--- config.mk ---
export PLATFORM = sky130hd
export DESIGN_NAME = sccb_register_master
export DESIGN_NICKNAME = d
export VERILOG_FILES = /design/src/design/sccbm_pkg.sv /design/src/design/sccbm_step.sv /design/src/design/sccb_register_master.sv
export VERILOG_INCLUDE_DIRS = /design/src /design/src/design
export SDC_FILE = /design/constraint.sdc
export NUM_CORES = 1
export LEC_CHECK = 0
export BUFFER_PORTS_ARGS = -buffer_cell sky130_fd_sc_hd__clkbuf_2
export CAP_MARGIN = 20
export CORE_MARGIN = 1.5
export CORE_UTILIZATION = 45
export CTS_CLUSTER_SIZE = 28
export DETAILED_ROUTE_END_ITERATION = 12
export GPL_ROUTABILITY_DRIVEN = 0
export GPL_TIMING_DRIVEN = 0
export SETUP_SLACK_MARGIN = 0.15
export SKIP_CTS_REPAIR_TIMING = 1
export SYNTH_ARGS = -nofsm -noshare
export SYNTH_HDL_FRONTEND = slang
export SYNTH_SLANG_ARGS = --single-unit
--- constraint.sdc ---
create_clock -name clk -period 11.6 [get_ports clk]
set_input_delay 0.58 -clock clk [delete_from_list [all_inputs] [get_ports clk]]
set_output_delay 0.58 -clock clk [all_outputs]
set_load 0.01 [all_outputs]
--- src/design/sccb_register_master_macros.svh ---
// assertion macros for the sccb register master
`ifndef SCCB_REGISTER_MASTER_MACROS_SVH
`define SCCB_REGISTER_MASTER_MACROS_SVH

`ifndef ASSERT_OFF

`define SCCBM_ASSERT_SAME(lbl, clk, rst, ante, cons) \
  lbl: assert property (@(posedge clk) disable iff (rst) (ante) |-> (cons)) \
    else $error("sccbm assertion failed");

`define SCCBM_ASSERT_NEXT(lbl, clk, rst, ante, cons) \
  lbl: assert property (@(posedge clk) disable iff (rst) (ante) |=> (cons)) \
    else $error("sccbm assertion failed");

`else

`define SCCBM_ASSERT_SAME(lbl, clk, rst, ante, cons)

`define SCCBM_ASSERT_NEXT(lbl, clk, rst, ante, cons)

`endif

`endif

--- src/design/sccbm_pkg.sv ---
package sccbm_pkg;

  typedef enum logic [3:0] {
    PH_IDLE     = 4'd0,
    PH_START1   = 4'd1,
    PH_DEVW     = 4'd2,
    PH_ACKDEVW  = 4'd3,
    PH_REG      = 4'd4,
    PH_ACKREG   = 4'd5,
    PH_DATA     = 4'd6,
    PH_ACKDATA  = 4'd7,
    PH_STOPMID  = 4'd8,
    PH_START2   = 4'd9,
    PH_DEVR     = 4'd10,
    PH_ACKDEVR  = 4'd11,
    PH_RECV     = 4'd12,
    PH_NOACK    = 4'd13,
    PH_STOPEND  = 4'd14,
    PH_STOPFAIL = 4'd15
  } phase_t;

  typedef enum logic [2:0] {
    K_NONE  = 3'd0,
    K_START = 3'd1,
    K_SEND  = 3'd2,
    K_ACK   = 3'd3,
    K_STOP  = 3'd4,
    K_RECV  = 3'd5,
    K_NOACK = 3'd6
  } step_kind_t;

  localparam logic [1:0] REQ_WRITE = 2'd1;
  localparam logic [1:0] REQ_READ  = 2'd2;

  localparam logic CFG_DEV_ADDR = 1'b0;
  localparam logic CFG_DELAY    = 1'b1;

  localparam logic [7:0]  DEV_ADDR_RESET = 8'd66;
  localparam logic [15:0] DELAY_RESET    = 16'd400;

  // bit 1 scl, bit 0 sda
  localparam logic [1:0] LINES_RELEASED = 2'b11;

  typedef struct packed {
    phase_t      phase;
    logic [1:0]  step;
    logic [3:0]  bit_count;
    logic [7:0]  shift;
    logic [15:0] tick;
    logic        is_read;
    logic [7:0]  addr;
    logic [7:0]  data;
    logic [7:0]  received;
    logic [1:0]  lines;
  } state_t;

  typedef struct packed {
    logic       scl;
    logic       sda;
    logic       busy;
    logic       done;
    logic       success;
    logic [7:0] read_byte;
  } res_t;

  function automatic step_kind_t kind_of(phase_t p);
    step_kind_t k;
    unique case (p)
      PH_START1, PH_START2:                    k = K_START;
      PH_DEVW, PH_REG, PH_DATA, PH_DEVR:       k = K_SEND;
      PH_ACKDEVW, PH_ACKREG, PH_ACKDATA,
      PH_ACKDEVR:                              k = K_ACK;
      PH_STOPMID, PH_STOPEND, PH_STOPFAIL:     k = K_STOP;
      PH_RECV:                                 k = K_RECV;
      PH_NOACK:                                k = K_NOACK;
      default:                                 k = K_NONE;
    endcase
    return k;
  endfunction

  function automatic logic [2:0] steps_of(step_kind_t k);
    logic [2:0] n;
    unique case (k)
      K_STOP, K_NOACK: n = 3'd4;
      K_RECV:          n = 3'd2;
      K_NONE:          n = 3'd1;
      default:         n = 3'd3;
    endcase
    return n;
  endfunction

  // line levels on entry to step s of a bus step of kind k
  function automatic logic [1:0] apply_lines(step_kind_t k, logic [1:0] s, logic msb,
                                             logic [1:0] lv);
    logic [1:0] r;
    r = lv;
    unique case (k)
      K_START: begin
        if (s == 2'd0) r = 2'b11;
        else           r[0] = 1'b0;
      end
      K_SEND: begin
        if (s == 2'd0)      r[1] = 1'b0;
        else if (s == 2'd1) r[0] = msb;
        else                r[1] = 1'b1;
      end
      K_ACK: begin
        if (s == 2'd0)      r[1] = 1'b0;
        else if (s == 2'd1) r[0] = 1'b1;
        else                r[1] = 1'b1;
      end
      K_STOP: begin
        if (s == 2'd0)      r[1] = 1'b0;
        else if (s == 2'd1) r[0] = 1'b0;
        else if (s == 2'd2) r[1] = 1'b1;
        else                r[0] = 1'b1;
      end
      K_RECV: begin
        if (s == 2'd0) r = 2'b01;
        else           r[1] = 1'b1;
      end
      K_NOACK: begin
        if (s == 2'd0 || s == 2'd3) r[1] = 1'b0;
        else if (s == 2'd1)         r[0] = 1'b1;
        else                        r[1] = 1'b1;
      end
      default: r = lv;
    endcase
    return r;
  endfunction

endpackage

--- src/design/sccbm_step.sv ---
module sccbm_step (
  input  sccbm_pkg::state_t cur,
  input  logic [1:0]        kind,
  input  logic [7:0]        reg_addr,
  input  logic [7:0]        wr_data,
  input  logic              sda_in,
  input  logic [7:0]        dev_addr,
  input  logic [15:0]       delay,
  output sccbm_pkg::state_t nxt,
  output sccbm_pkg::res_t   res
);
  import sccbm_pkg::*;

  state_t     s0;
  step_kind_t k;
  logic [15:0] delay_eff;
  logic       active;
  logic       expire;
  logic       last_step;
  logic [3:0] bit_next;
  logic       more_bits;
  phase_t     en_phase;
  logic [7:0] en_byte;
  logic       go_enter;

  // request tick: latch the request and enter the first start
  always_comb begin
    s0 = cur;
    if (cur.phase == PH_IDLE && (kind == REQ_WRITE || kind == REQ_READ)) begin
      s0.is_read   = (kind == REQ_READ);
      s0.addr      = reg_addr;
      s0.data      = wr_data;
      s0.tick      = '0;
      s0.phase     = PH_START1;
      s0.step      = '0;
      s0.bit_count = '0;
      s0.shift     = '0;
      s0.lines     = apply_lines(K_START, 2'd0, 1'b0, cur.lines);
    end
  end

  assign delay_eff = (delay == 16'd0) ? 16'd1 : delay;
  assign active    = (s0.phase != PH_IDLE);
  assign expire    = ({1'b0, s0.tick} + 17'd1) >= {1'b0, delay_eff};
  assign k         = kind_of(s0.phase);
  assign last_step = ({1'b0, s0.step} + 3'd1) >= steps_of(k);
  assign bit_next  = s0.bit_count + 4'd1;
  assign more_bits = (k == K_SEND || k == K_RECV) && (bit_next < 4'd8);

  // next state
  always_comb begin
    nxt      = s0;
    en_phase = PH_IDLE;
    en_byte  = '0;
    go_enter = 1'b0;
    if (active) begin
      if (!expire) begin
        nxt.tick = s0.tick + 16'd1;
      end else begin
        nxt.tick = '0;
        if (k == K_RECV && s0.step == 2'd1) nxt.shift = {s0.shift[6:0], sda_in};
        if (!last_step) begin
          nxt.step  = s0.step + 2'd1;
          nxt.lines = apply_lines(k, nxt.step, nxt.shift[7], s0.lines);
        end else begin
          if (k == K_SEND) nxt.shift = {s0.shift[6:0], 1'b0};
          if (k == K_SEND || k == K_RECV) nxt.bit_count = bit_next;
          if (more_bits) begin
            nxt.step  = '0;
            nxt.lines = apply_lines(k, 2'd0, nxt.shift[7], s0.lines);
          end else begin
            unique case (s0.phase)
              PH_START1: begin
                en_phase = PH_DEVW;
                en_byte  = dev_addr;
                go_enter = 1'b1;
              end
              PH_DEVW: begin
                en_phase = PH_ACKDEVW;
                go_enter = 1'b1;
              end
              PH_ACKDEVW: begin
                en_phase = sda_in ? PH_STOPFAIL : PH_REG;
                en_byte  = sda_in ? 8'd0 : s0.addr;
                go_enter = 1'b1;
              end
              PH_REG: begin
                en_phase = PH_ACKREG;
                go_enter = 1'b1;
              end
              PH_ACKREG: begin
                en_phase = s0.is_read ? PH_STOPMID : PH_DATA;
                en_byte  = s0.is_read ? 8'd0 : s0.data;
                go_enter = 1'b1;
              end
              PH_DATA: begin
                en_phase = PH_ACKDATA;
                go_enter = 1'b1;
              end
              PH_ACKDATA: begin
                en_phase = PH_STOPEND;
                go_enter = 1'b1;
              end
              PH_STOPMID: begin
                en_phase = PH_START2;
                go_enter = 1'b1;
              end
              PH_START2: begin
                en_phase = PH_DEVR;
                en_byte  = dev_addr + 8'd1;
                go_enter = 1'b1;
              end
              PH_DEVR: begin
                en_phase = PH_ACKDEVR;
                go_enter = 1'b1;
              end
              PH_ACKDEVR: begin
                en_phase = sda_in ? PH_STOPFAIL : PH_RECV;
                go_enter = 1'b1;
              end
              PH_RECV: begin
                nxt.received = nxt.shift;
                en_phase     = PH_NOACK;
                go_enter     = 1'b1;
              end
              PH_NOACK: begin
                en_phase = PH_STOPEND;
                go_enter = 1'b1;
              end
              default: begin
                nxt.phase     = PH_IDLE;
                nxt.step      = '0;
                nxt.bit_count = '0;
              end
            endcase
            if (go_enter) begin
              nxt.phase     = en_phase;
              nxt.step      = '0;
              nxt.bit_count = '0;
              nxt.shift     = en_byte;
              nxt.lines     = apply_lines(kind_of(en_phase), 2'd0, en_byte[7], s0.lines);
            end
          end
        end
      end
    end
  end

  // result of this tick
  always_comb begin
    res.scl       = s0.lines[1];
    res.sda       = s0.lines[0];
    res.done      = active && expire && last_step &&
                    (s0.phase == PH_STOPEND || s0.phase == PH_STOPFAIL);
    res.success   = res.done && (s0.phase == PH_STOPEND);
    res.busy      = active && !res.done;
    res.read_byte = nxt.received;
  end

endmodule

--- src/design/sccb_register_master.sv ---
// channel   direction  handshake            payload
// in        receive    in_valid / in_stall  kind, reg_addr, wr_data, sda_in
// out       send       out_valid / out_stall scl_out, sda_out, busy_res, done_res,
//                                           success, read_byte
// cfg       receive    cfg_wr_en            cfg_index, cfg_wdata
//
// one beat in gives one beat out, in the next cycle, through the result register
// a new beat is taken every cycle while the result register is empty or being taken
// the whole tick update is one pass of logic from the state register to itself
// out_stall, while out_valid is high, holds the result register and stalls the input side in the same cycle
// synchronous reset: lines released, bus idle, address 66, 400 ticks per bus step
`include "sccb_register_master_macros.svh"

module sccb_register_master (
  input  logic        clk,
  input  logic        rst,
  input  logic        in_valid,
  output logic        in_stall,
  input  logic [1:0]  kind,
  input  logic [7:0]  reg_addr,
  input  logic [7:0]  wr_data,
  input  logic        sda_in,
  output logic        out_valid,
  input  logic        out_stall,
  output logic        scl_out,
  output logic        sda_out,
  output logic        busy_res,
  output logic        done_res,
  output logic        success,
  output logic [7:0]  read_byte,
  input  logic        cfg_wr_en,
  input  logic        cfg_index,
  input  logic [15:0] cfg_wdata
);
  import sccbm_pkg::*;

  state_t      state;
  state_t      state_next;
  res_t        res;
  logic [7:0]  dev_addr;
  logic [15:0] delay;
  logic        in_accept;

  assign in_stall  = out_valid && out_stall;
  assign in_accept = in_valid && !in_stall;

  sccbm_step u_step (
    .cur      (state),
    .kind     (kind),
    .reg_addr (reg_addr),
    .wr_data  (wr_data),
    .sda_in   (sda_in),
    .dev_addr (dev_addr),
    .delay    (delay),
    .nxt      (state_next),
    .res      (res)
  );

  always_ff @(posedge clk) begin
    if (rst) begin
      dev_addr <= DEV_ADDR_RESET;
      delay    <= DELAY_RESET;
    end else if (cfg_wr_en) begin
      unique case (cfg_index)
        CFG_DEV_ADDR: dev_addr <= cfg_wdata[7:0];
        CFG_DELAY:    delay    <= cfg_wdata;
        default:      delay    <= delay;
      endcase
    end
  end

  always_ff @(posedge clk) begin
    if (rst) begin
      state <= '{phase: PH_IDLE, step: '0, bit_count: '0, shift: '0, tick: '0,
                 is_read: 1'b0, addr: '0, data: '0, received: '0,
                 lines: LINES_RELEASED};
    end else if (in_accept) begin
      state <= state_next;
    end
  end

  always_ff @(posedge clk) begin
    if (rst) begin
      out_valid <= 1'b0;
    end else if (in_accept) begin
      out_valid <= 1'b1;
    end else if (!out_stall) begin
      out_valid <= 1'b0;
    end
  end

  always_ff @(posedge clk) begin
    if (in_accept) begin
      scl_out   <= res.scl;
      sda_out   <= res.sda;
      busy_res  <= res.busy;
      done_res  <= res.done;
      success   <= res.success;
      read_byte <= res.read_byte;
    end
  end

  `SCCBM_ASSERT_SAME(a_done_not_busy, clk, rst, out_valid && done_res, !busy_res)
  `SCCBM_ASSERT_SAME(a_success_with_done, clk, rst, out_valid && success, done_res)
  `SCCBM_ASSERT_NEXT(a_done_goes_idle, clk, rst, in_accept && res.done, state.phase == PH_IDLE)
  `SCCBM_ASSERT_SAME(a_idle_clean, clk, rst, state.phase == PH_IDLE,
                     state.step == 2'd0 && state.bit_count == 4'd0)

endmodule

## Word level (Yosys, flattened, before mapping)

Memories as Yosys holds them, arrays and structs flattened.
Cells that the tools add are included.

- Bits in registers: 99
- Bits of input ports: 41
- Memories kept: 2
- Output and inout port bits: 15
- Logic and storage cells: 167
- Memory bits (read-only): 96

- Muxes and demuxes: 72
- Bitwise gates (word level): 1
- Eq/ne operators: 34
- $add $sub $neg: 6
- Reductions and logical operators: 30
- $lt $le $gt $ge: 3

Memory list:

| name | depth | width | rd ports | clocked after Yosys merged registers in | wr ports | RTL line | text |
|---|---|---|---|---|---|---|---|
| (name not given) | 16 | 3 | 1 | 0 | 0 | sccbm_pkg.sv:68 | `unique case (p)` |
| (name not given) | 16 | 3 | 1 | 0 | 0 | sccbm_pkg.sv:68 |  |

Operator list:

| kind | number |
|---|---|
| $mux W8 | 7 |
| $mux W51 | 1 |
| $pmux W4 S12 | 1 |
| $mux W18 | 2 |
| $mux W4 | 9 |
| $mux W34 | 1 |
| $eq A4 B4 Y1 const B | 8 |
| $mux W16 | 2 |
| $pmux W8 S4 | 1 |
| $mux W10 | 3 |
| $mux W1 | 27 |
| $mux W12 | 2 |
| $eq A3 B3 Y1 const B | 6 |
| $add A16 B1 Y17 const B | 1 |
| $ge A17 B16 Y1 | 1 |
| $add A16 B1 Y16 const B | 1 |
| $eq A4 B3 Y1 const B | 4 |
| $logic_not A16 Y1 | 1 |
| $mux W3 | 5 |
| $mux W2 | 7 |
| $reduce_or A13 Y1 | 1 |
| $eq A3 B2 Y1 const B | 4 |
| $pmux W2 S6 | 1 |
| $logic_and A1 B1 Y1 | 10 |
| 24 further kinds | 40 |

## Logic depth before layout (Yosys ltp)

Gate-level depths: netlist (run 1).
An unclocked memory read counts as a cell.

- Depth in word-level cells: 26
- Mapped depth: 20
- Mapped depth without buffers: 15

## Cells and area by module

Synthesis (run 1) repeated with hierarchy kept, for this count alone.

- Cell total of the unflattened synthesis: 898
- Area, all modules: 6603.8 sq um

By module, submodules not included:

| module | cells each | times used | seq. area each (sq um) | area each (sq um) |
|---|---|---|---|---|
| sccb_register_master | 391 | 1 | 2112.0 | 3487.1 |
| sccbm_step | 507 | 1 | 0.0 | 3116.7 |

## Least setup slack after synthesis (run 1)

Ideal clock, no wire load.

- Path kind: in2reg
- Start point: input port kind[0]
- End point: register read_byte[0], data pin
- Arrival time: 4.968 ns
- Path slack: 6.370 ns
- Path buffers: 4
- Library setup time: 0.262 ns
- Data required time: 11.338 ns
- Cell stages on the path: 19
- Cells stage by stage: inv_1 > ha_1 > clkbuf_1 > nand2b_1 > clkbuf_1 > clkbuf_1 > and2_1 > ha_1 > o2111ai_1 > or3_1 > a21oi_1 > ha_1 > and3_1 > a221o_1 > a221o_1 > o31a_1 > buf_2 > nand3_4 > mux2_1

RTL lines:

| element | RTL line | text |
|---|---|---|
| from (decl) | sccb_register_master.sv:19 | `input logic [1:0] kind,` |
| to (signal assigned) | sccb_register_master.sv:99 | `read_byte <= res.read_byte;` |
| to (decl) | sccb_register_master.sv:30 | `output logic [7:0] read_byte,` |

==> flow_metrics.env, run 1 <==
export IMPL_drtAntennaViolNets=0
export IMPL_async_flop_share=0
export IMPL_fin_crit_ns=6.01
export IMPL_timing_rr_start="state[57]"
export IMPL_max_freq_mhz=166
export IMPL_die_y_um=118
export IMPL_ys_ff_latch=99
export IMPL_slew_violations=0
export IMPL_drt_wl_total_um=17700
export IMPL_syn_area_sq_mm=0.00599
export IMPL_path_cells="buf_2 > nor4_1 > nand2b_1 > clkbuf_1 > clkbuf_1 > and2_1 > ha_1 > o2111ai_1 > o21ai_0 > a21oi_1 > ha_1 > and3_1 > a221o_1 > a221o_1 > o31a_1 > buf_2 > nand3_4 > mux2_1"
export IMPL_p_comb_frac=0.148
export IMPL_finalSetupViolations=0
export IMPL_fillers=1254
export IMPL_p_sw_uw=220
export IMPL_p_seq_frac=0.453
export IMPL_status="complete, no violations"
export IMPL_tritoncts="done"
export IMPL_fin_cells=1004
export IMPL_die_area_sq_mm=0.0140
export IMPL_holdCritStartpoint="cfg_wdata[14]"
export IMPL_synth_distinct_cells=72
export IMPL_clock_latency_ns=0.36
export IMPL_path_class="reg2reg"
export IMPL_dp_hpwl_um=13100
export IMPL_core_area_sq_mm=0.0128
export IMPL_timing_slew_headroom=0.214
export IMPL_pin_count=56
export IMPL_drt_first_pass_iters=5
export IMPL_area_growth_pct=13.7
export IMPL_internal_power_uw=584
export IMPL_drt_iter0_drc=537
export IMPL_clk_path_buf_depth=2
export IMPL_p_per_area_mw_per_mm2=118
export IMPL_port_buffers=54
export IMPL_clk_pin_slew_ns=0.07
export IMPL_grt_overflow=0
export IMPL_placed_cells=988
export IMPL_synthFlopType="dfxtp_1"
export IMPL_cts_root_buffer="clkbuf_16"
export IMPL_cp_slowest_cell="nor4_1"
export IMPL_final_util=0.532
export IMPL_drc_errors=0
export IMPL_cp_max_fo=10
export IMPL_vdd_drop_max_mv=0.0715
export IMPL_endpoint_kind="flip-flop"
export IMPL_layout_drive_gt1_share=0.106
export IMPL_post_drt_wl_per_cell_um=17.6
export IMPL_min_path_type="in2reg"
export IMPL_multiInputGateArea_sq_mm=0.00354
export IMPL_register_area_sq_mm=0.00211
export IMPL_crit_buf_inv=4
export IMPL_clock_sinks=99
export IMPL_power_leakage_nw=2.59
export IMPL_final_cell_area_sq_mm=0.00682
export IMPL_initial_core_util=0.467
export IMPL_grt_pass1_wl_um=28600
export IMPL_pwr_share_clk=0.400
export IMPL_seq_area_frac_synth=0.352
export IMPL_final_nets=894
export IMPL_gr_usage_all_layers=0.257
export IMPL_p_sw_frac=0.274
export IMPL_finClkSkew_ns=0.0125
export IMPL_synth_edf_count=13
export IMPL_rsz0062_at_grt="no"
export IMPL_cp_data_arrival_time_ns=6.12
export IMPL_yosys_warnings=0
export IMPL_worst_pin_slew_ns=1.17
export IMPL_viasPerCell=5.98
export IMPL_grt_pass1_vias=5600
export IMPL_postSynthCellCount=760
export IMPL_cpLargestDelayFamily="compound AO/OA/AOI/OAI gates"
export IMPL_drv_cap=0
export IMPL_num_antenna_cells=0
export IMPL_synth_nets=827
export IMPL_hold_viol_final=0
export IMPL_synth_area_per_cell_sq_um=7.89
export IMPL_numCtsBuffers=9
export IMPL_setup_worst_path_start_class="flip-flop"
export IMPL_slowest_delay_ns=1.00
export IMPL_crit_start="state[57]"
export IMPL_critPathRequiredTime_ns=11.71
export IMPL_finalSetupTns_ns=0
export IMPL_fin_crit_sh=0.518
export IMPL_place_area_sq_mm=0.00650
export IMPL_num_rows=41
export IMPL_antenna_found_initial=0
export IMPL_h_tree_depth=3
export IMPL_grt_max_degree=17
export IMPL_die_w_um=118
export IMPL_vias=6006
==> area by class of cell <==
cell class / count / share of cell area
plain buffers: 47 / 0.0286
well taps: 172 / 0.0316
multi-input cells: 574 / 0.519
clock inverters: 3 / 0.00679
flip-flops and latches: 99 / 0.310
clock buffers: 13 / 0.0396
repair buffers: 56 / 0.0426
inverters: 40 / 0.0220
==> sequential cells by signal, summed over array words and instances, names as in the netlist <==
register   flops
delay         16
sda_out        1
state         61
out_valid      1
busy_res       1
dev_addr       8
scl_out        1
done_res       1
read_byte      8
success        1
==> logic make-up (layout without fill, tap and decap cells) <==
family	Yosys count	in the layout	share of synthesized area
and+or+nand+nor	294	294	0.237
AOI/OAI and AO/OA	213	213	0.230
DFF	99	99	0.352
buffers and inverters	87	159	0.0576
muxes	32	32	0.0553
adders and majority gates	26	26	0.0543
xor gates and xnor gates	9	9	0.0132
==> stage by stage <==
step	power [mW]	worst slack [ns]	hold WS [ns]
after CTS	0.808	5.57	0.436
after floorplan	0.446	6.37	0.421
final	0.805	5.59	0.439
after detailed placement	0.489	5.22	0.432
after global routing	0.839	5.25	0.444
after global placement	0.485	5.26	0.432
==> layout by cell type, fill, tap and decap left out, drive strengths merged, types with 10 or more instances in the layout <==
cell,Yosys,final
ha,26,26
buf,11,13
or3,10,10
nor3,30,30
inv,39,39
nand2,123,123
edfxtp,13,13
o22ai,10,10
a21oi,82,82
mux2i,23,23
dfxtp,86,86
nand3,41,41
clkbuf,36,103
o21ai,41,41
nor2,32,32
==> per-layer routing <==
metal / GRT usage / vias to the layer above / share of wire
met5: 0 / - / 0
met4: 0.0986 / 0 / 0.024
met3: 0.0647 / 36 / 0.069
met2: 0.407 / 229 / 0.45
met1: 0.337 / 2842 / 0.45
li1: - / 2899 / -
==> cell usage after synthesis (5+ instances only) <==
cell type | number | area share
nand2_1 | 123 | 0.077
dfxtp_1 | 86 | 0.29
a21oi_1 | 82 | 0.068
nand3_1 | 40 | 0.033
o21ai_0 | 40 | 0.033
inv_1 | 39 | 0.024
clkbuf_1 | 36 | 0.023
nor2_1 | 31 | 0.019
nor3_1 | 30 | 0.025
ha_1 | 26 | 0.054
mux2i_1 | 23 | 0.038
edfxtp_1 | 13 | 0.065
o22ai_1 | 10 | 0.010
nand2b_1 | 9 | 0.0094
or3_1 | 9 | 0.0094
a21o_1 | 8 | 0.010
and2_1 | 8 | 0.0083
mux2_1 | 8 | 0.015
nor4_1 | 8 | 0.0083
a32o_1 | 7 | 0.012
nand4_1 | 7 | 0.0073
and3_1 | 6 | 0.0063
buf_2 | 6 | 0.0050
xnor2_1 | 6 | 0.0088
a211o_1 | 5 | 0.0073
o211ai_1 | 5 | 0.0063
o221ai_1 | 5 | 0.0073
o31ai_1 | 5 | 0.0063
or4_1 | 5 | 0.0063
==> worst paths after layout <==
check	slack [ns]	endpoint	cells past startpoint
worst max-delay path	5.59	read_byte[0]	18
worst max register to register	5.59	read_byte[0]	18
worst min-delay path	0.44	delay[14]	3
worst min register to register	0.44	state[54]	2
==> worst min-delay path: stages <==
cell	delay, ns
clkbuf_2	0.08
nand2_1	0.04
a21oi_1	0.05
==> power groups by stage <==
stage	Sequential (mW)	Clock (mW)	Combinational, mW
2_1_floorplan	0.371	0	0.0750
3_3_place_gp	0.372	0	0.114
3_5_place_dp	0.372	0	0.117
4_1_cts	0.364	0.326	0.117
5_1_grt	0.365	0.343	0.130
6_report	0.364	0.322	0.119
(Power assumes the default switching activity.)
==> run 2, diff against run 1 <==
==> constraint.sdc (replaced) <==
create_clock -name clk -period 6.1 [get_ports clk]
set_input_delay 0.305 -clock clk [delete_from_list [all_inputs] [get_ports clk]]
set_output_delay 0.305 -clock clk [all_outputs]
set_load 0.01 [all_outputs]
==> run 2 against run 1 <==
Against the previous run:
- total power is 90% higher
- sequential share of layout area hardly changed
- utilization is 0.068 points higher
- clock skew is 0.0015 ns lower
- register-to-register slack worse by 5.0 ns
- global-route usage stayed put
- design area is 0.13% higher
- sequential power is 90% higher
- non-clock buffer count stayed put
- critical path depth stayed put
- maximum frequency is 9.4% higher
- combinational power is 90% higher
==> flow_metrics.env, run 2 (synthesis gave the netlist of run 1 again) <==
export IMPL_pre_cts_ws_ns=-0.00471
export IMPL_slowest_delay_ns=0.44
export IMPL_fin_crit_ns=5.50
export IMPL_power_leakage_nw=2.60
export IMPL_grt_max_degree=17
export IMPL_top_regs="state: 61 flops, delay: 16 flops"
export IMPL_cts_root_buffer="clkbuf_16"
export IMPL_antenna_found_initial=0
export IMPL_dp_hpwl_um=13100
export IMPL_layout_drive_gt1_share=0.109
export IMPL_clk_pin_slew_ns=0.07
export IMPL_crit_buf_inv=4
export IMPL_drt_first_pass_iters=5
export IMPL_drc_errors=0
export IMPL_post_drt_wl_per_cell_um=17.6
export IMPL_multiInputGateArea_sq_mm=0.00354
export IMPL_area_growth_pct=13.9
export IMPL_finClkSkew_ns=0.0110
export IMPL_drt_wl_total_um=17700
export IMPL_path_class="reg2reg"
export IMPL_worst_pin_slew_ns=1.03
export IMPL_timing_rr_start="state[59]"
export IMPL_cp_slowest_cell="or3_1"
export IMPL_timing_slew_headroom=0.311
export IMPL_viasPerCell=5.99
export IMPL_top_layer="met4"
export IMPL_grt_pass1_wl_um=28600
export IMPL_grt_pass1_vias=5600
export IMPL_rsz0062_at_grt="no"
export IMPL_h_tree_depth=3
export IMPL_endpoint_kind="flip-flop"
export IMPL_layout_common_cells="123 x nand2_1, 86 x dfxtp_1, 82 x a21oi_1"
export IMPL_numCtsBuffers=9
export IMPL_grt_overflow=0
export IMPL_wl_met1_um=8040
export IMPL_hold_viol_final=0
export IMPL_drv_cap=0
export IMPL_port_buffers=54
export IMPL_slew_violations=0
export IMPL_vias=6018
export IMPL_clock_latency_ns=0.36
export IMPL_finalSetupTns_ns=0
export IMPL_clk_path_buf_depth=2
export IMPL_gr_usage_all_layers=0.257
export IMPL_cp_max_fo=10
export IMPL_wl_met3_um=1240
export IMPL_setup_worst_path_start_class="flip-flop"
export IMPL_largest_register_ff_count=61
export IMPL_final_hold_worst_slack_ns=0.163
export IMPL_initial_core_util=0.467
export IMPL_num_rows=41
export IMPL_pin_count=56
export IMPL_die_w_um=118
export IMPL_cp_num_cells=18
export IMPL_max_freq_mhz=182
export IMPL_path_cells="clkbuf_1 > nor4_2 > nand2b_1 > clkbuf_2 > clkbuf_2 > and2_1 > ha_1 > o2111ai_1 > or3_1 > a21oi_1 > ha_1 > and3_1 > a221o_1 > a221o_1 > o31a_1 > buf_2 > nand3_4 > mux2_1"
export IMPL_core_area_sq_mm=0.0128
export IMPL_whs_endpoint="delay[14]"
export IMPL_top_register="state"
export IMPL_p_per_area_mw_per_mm2=224
export IMPL_vdd_drop_max_mv=0.137
export IMPL_holdCritStartpoint="cfg_wdata[14]"
export IMPL_fin_crit_sh=0.902
export IMPL_clock_sinks=99
export IMPL_drtAntennaViolNets=0
export IMPL_fillers=1257
export IMPL_cpLargestDelayFamily="compound AO/OA/AOI/OAI gates"
export IMPL_cp_data_arrival_time_ns=5.61
export IMPL_min_path_cells=3
export IMPL_final_nets=894
export IMPL_min_path_type="in2reg"
export IMPL_wl_met2_um=7990
export IMPL_die_y_um=118
export IMPL_layout_commonest_cell="nand2_1"
export IMPL_drt_iter0_drc=590
export IMPL_r2r_cells=18
export IMPL_final_util=0.532
export IMPL_finalSetupViolations=0
export IMPL_r2r_slack_ns=0.60
export IMPL_status="complete, no violations"
export IMPL_timing_rr_end="read_byte[0]"
export IMPL_worst_slack_ns=0.600
export IMPL_die_area_sq_mm=0.0140
export IMPL_num_antenna_cells=0
export IMPL_tritoncts="done"
export IMPL_register_area_sq_mm=0.00211
export IMPL_critPathRequiredTime_ns=6.21
-- run 2: cell types whose count changed in the layout (fill, tap and decap cells not counted) --
cell,previous run,this run
nor4_2,0,1
clkbuf_2,54,56
clkbuf_1,37,35
nor4_1,8,7
-- run 2: cell type report --
type,instances,area share
multi-input combinational,574,0.519
tap,172,0.0315
inverter,40,0.0220
clock buffer,13,0.0396
buffer,47,0.0290
timing repair buffer,56,0.0425
sequential,99,0.309
clock inverter,3,0.00678
-- run 2: how the worst max path moves through the flow --
stage                     startpoint  slack, ns            to
after global routing       state[59]       0.33  read_byte[6]
after floorplan              kind[0]       1.14  read_byte[0]
after global placement       kind[0]       0.03  read_byte[0]
final                      state[59]       0.60  read_byte[0]
after detailed placement     kind[0]     -0.005  read_byte[3]
after CTS                  state[57]       0.26  read_byte[0]
-- run 2: power by group --
part	internal (mW)	switching (mW)	total (mW)
clock network	0.353	0.260	0.613
logic	0.0791	0.147	0.226
registers	0.680	0.0129	0.692
total	1.11	0.421	1.53
-- run 2: through the flow --
stage	power, mW	instance area (sq um)	instances
floorplan	0.848	5990	760
global placement	0.923	6480	986
detailed placement	0.929	6500	988
CTS	1.54	6820	1004
global route	1.60	6830	1004
finish	1.53	6830	1004
-- run 2: worst reg2reg max path, delay by kind of cell (launching register included) --
kind / cells / cell delay, ns
adders and majority gates: 2 / 0.55
DFF: 1 / 0.31
and+or+nand+nor: 6 / 1.31
buffers and inverters: 4 / 1.04
muxes: 1 / 0.35
AOI/OAI and AO/OA: 5 / 1.70
-- run 2: layer usage --
layer  global-route usage  vias to the layer above
met3               0.0647                       35
met5                    0                        -
met1                0.337                     2849
met2                0.407                      236
met4               0.0986                        0
li1                     -                     2898
==> run 3, diff against run 2 <==
--- a/config.mk
+++ b/config.mk
@@ -10,6 +10,7 @@
 export CAP_MARGIN = 20
 export CORE_MARGIN = 1.5
 export CORE_UTILIZATION = 45
+export CTS_BUF_LIST = sky130_fd_sc_hd__clkbuf_8
 export CTS_CLUSTER_SIZE = 28
 export DETAILED_ROUTE_END_ITERATION = 12
 export GPL_ROUTABILITY_DRIVEN = 0
==> run 3 against run 2 <==
Against the previous run:
- sequential power barely moved
- worst setup slack got worse by 0.010 ns
- clock skew rose by 0.0032 ns
- cell count did not move
- clock-buffer cell count fell by 1
- first-iteration DRC count fell by 3.2%
==> flow_metrics.env, run 3 (synthesis gave the netlist of run 1 again) <==
export IMPL_status="complete, no violations"
export IMPL_slowest_delay_ns=0.45
export IMPL_path_cells="clkbuf_1 > nor4_2 > nand2b_1 > clkbuf_2 > clkbuf_2 > and2_1 > ha_1 > o2111ai_1 > or3_1 > a21oi_1 > ha_1 > and3_1 > a221o_1 > a221o_1 > o31a_1 > buf_2 > nand3_4 > mux2_1"
export IMPL_min_path_cells=3
export IMPL_setup_worst_path_start_class="flip-flop"
export IMPL_layout_commonest_cell="nand2_1"
export IMPL_timing_rr_end="read_byte[0]"
export IMPL_p_per_area_mw_per_mm2=205
export IMPL_drt_first_pass_iters=5
export IMPL_final_nets=894
export IMPL_cp_data_arrival_time_ns=5.65
export IMPL_drtAntennaViolNets=0
export IMPL_crit_start="state[59]"
export IMPL_finalSetupViolations=0
export IMPL_post_drt_wl_per_cell_um=17.5
export IMPL_crit_buf_inv=4
export IMPL_drv_cap=0
export IMPL_finClkSkew_ns=0.0142
export IMPL_die_y_um=118
export IMPL_numCtsBuffers=9
export IMPL_hold_viol_final=0
export IMPL_final_hold_worst_slack_ns=0.129
export IMPL_tritoncts="done"
export IMPL_max_freq_mhz=181
export IMPL_dp_hpwl_um=13100
export IMPL_layout_common_cells="123 x nand2_1, 86 x dfxtp_1, 82 x a21oi_1"
export IMPL_clock_sinks=99
export IMPL_cp_max_fo=10
export IMPL_grt_max_degree=17
export IMPL_clk_path_buf_depth=2
export IMPL_top_register="state"
export IMPL_rsz0062_at_grt="no"
export IMPL_power_leakage_nw=2.56
export IMPL_fin_crit_sh=0.903
export IMPL_critPathRequiredTime_ns=6.24
export IMPL_cpLargestDelayFamily="compound AO/OA/AOI/OAI gates"
export IMPL_slew_violations=0
export IMPL_initial_core_util=0.467
export IMPL_die_w_um=118
export IMPL_drt_iter0_drc=571
export IMPL_gr_usage_all_layers=0.255
export IMPL_port_buffers=54
export IMPL_pin_count=56
export IMPL_num_rows=41
export IMPL_drc_errors=0
export IMPL_final_util=0.524
export IMPL_antenna_found_initial=0
export IMPL_layout_drive_gt1_share=0.109
export IMPL_largest_register_ff_count=61
export IMPL_pre_cts_ws_ns=-0.00471
export IMPL_drt_wl_total_um=17600
export IMPL_endpoint="read_byte[0]"
export IMPL_timing_slew_headroom=0.322
export IMPL_vdd_drop_max_mv=0.133
export IMPL_cp_slowest_cell="or3_1"
export IMPL_vias=6053
export IMPL_h_tree_depth=3
export IMPL_grt_overflow=0
export IMPL_clk_pin_slew_ns=0.09
export IMPL_core_area_sq_mm=0.0128
export IMPL_viasPerCell=6.03
export IMPL_grt_pass1_wl_um=28500
export IMPL_r2r_slack_ns=0.59
export IMPL_worst_slack_ns=0.590
export IMPL_cts_root_buffer="clkbuf_8"
export IMPL_r2r_cells=18
export IMPL_fin_crit_ns=5.51
export IMPL_top_regs="state: 61 flops, delay: 16 flops"
export IMPL_endpoint_kind="flip-flop"
export IMPL_clock_latency_ns=0.39
export IMPL_worst_pin_slew_ns=1.01
export IMPL_die_area_sq_mm=0.0140
export IMPL_grt_pass1_vias=5618
export IMPL_timing_rr_start="state[59]"
export IMPL_num_antenna_cells=0
export IMPL_path_class="reg2reg"
export IMPL_cp_num_cells=18
export IMPL_area_growth_pct=12.2
export IMPL_min_path_type="in2reg"
## run 3: cell count changes in the layout (fill, tap and decap cells not counted), sizes merged
cell	delta
inv	+1
clkbuf	-1
## run 3: where the power goes
group	internal (mW)	switching [mW]
sequential	0.679	0.0127
clock	0.223	0.239
combinational	0.0790	0.147
## run 3: worst min path at each step
| stage | start | end | slack [ns] |
|---|---|---|---|
| after floorplan | state[54] | state[54] | 0.42 |
| after global placement | state[54] | state[54] | 0.43 |
| after detailed placement | state[54] | state[54] | 0.43 |
| after CTS | cfg_wdata[14] | delay[14] | 0.11 |
| after global routing | reg_addr[1] | state[19] | 0.13 |
| final | cfg_wdata[14] | delay[14] | 0.13 |
## run 3: metrics by stage
step / power [mW] / instance area, sq um / cells / TNS [ns]
finish: 1.38 / 6720 / 1004 / 0
global route: 1.44 / 6720 / 1004 / 0
CTS: 1.39 / 6720 / 1004 / 0
detailed placement: 0.929 / 6500 / 988 / -0.00471
global placement: 0.923 / 6480 / 986 / 0
floorplan: 0.848 / 5990 / 760 / 0
## run 3: area by class of cell
cell class | count | area, sq um
fill | 1269 | 6100
multi-input combinational | 574 | 3540
sequential | 99 | 2110
timing repair buffer | 56 | 290
tap | 172 | 215
buffer | 47 | 198
clock buffer | 12 | 165
inverter | 40 | 150
clock inverter | 4 | 50.0
## run 3: worst register-to-register path: cells and delay by family, from the launching register on
kind	cells	cell delay, ns
flip-flops	1	0.32
buffers and inverters	4	1.04
AND/OR/NAND/NOR	6	1.32
adder cells (fa/ha/maj)	2	0.55
AO/OA/AOI/OAI	5	1.71
multiplexers	1	0.35
## run 3: layer usage
layer / global-route usage / up-vias / wire [um]
met5: 0 / - / 0
met4: 0.104 / 0 / 451
met3: 0.0531 / 40 / 1140
met2: 0.408 / 236 / 7990
met1: 0.335 / 2883 / 7990
li1: - / 2894 / -
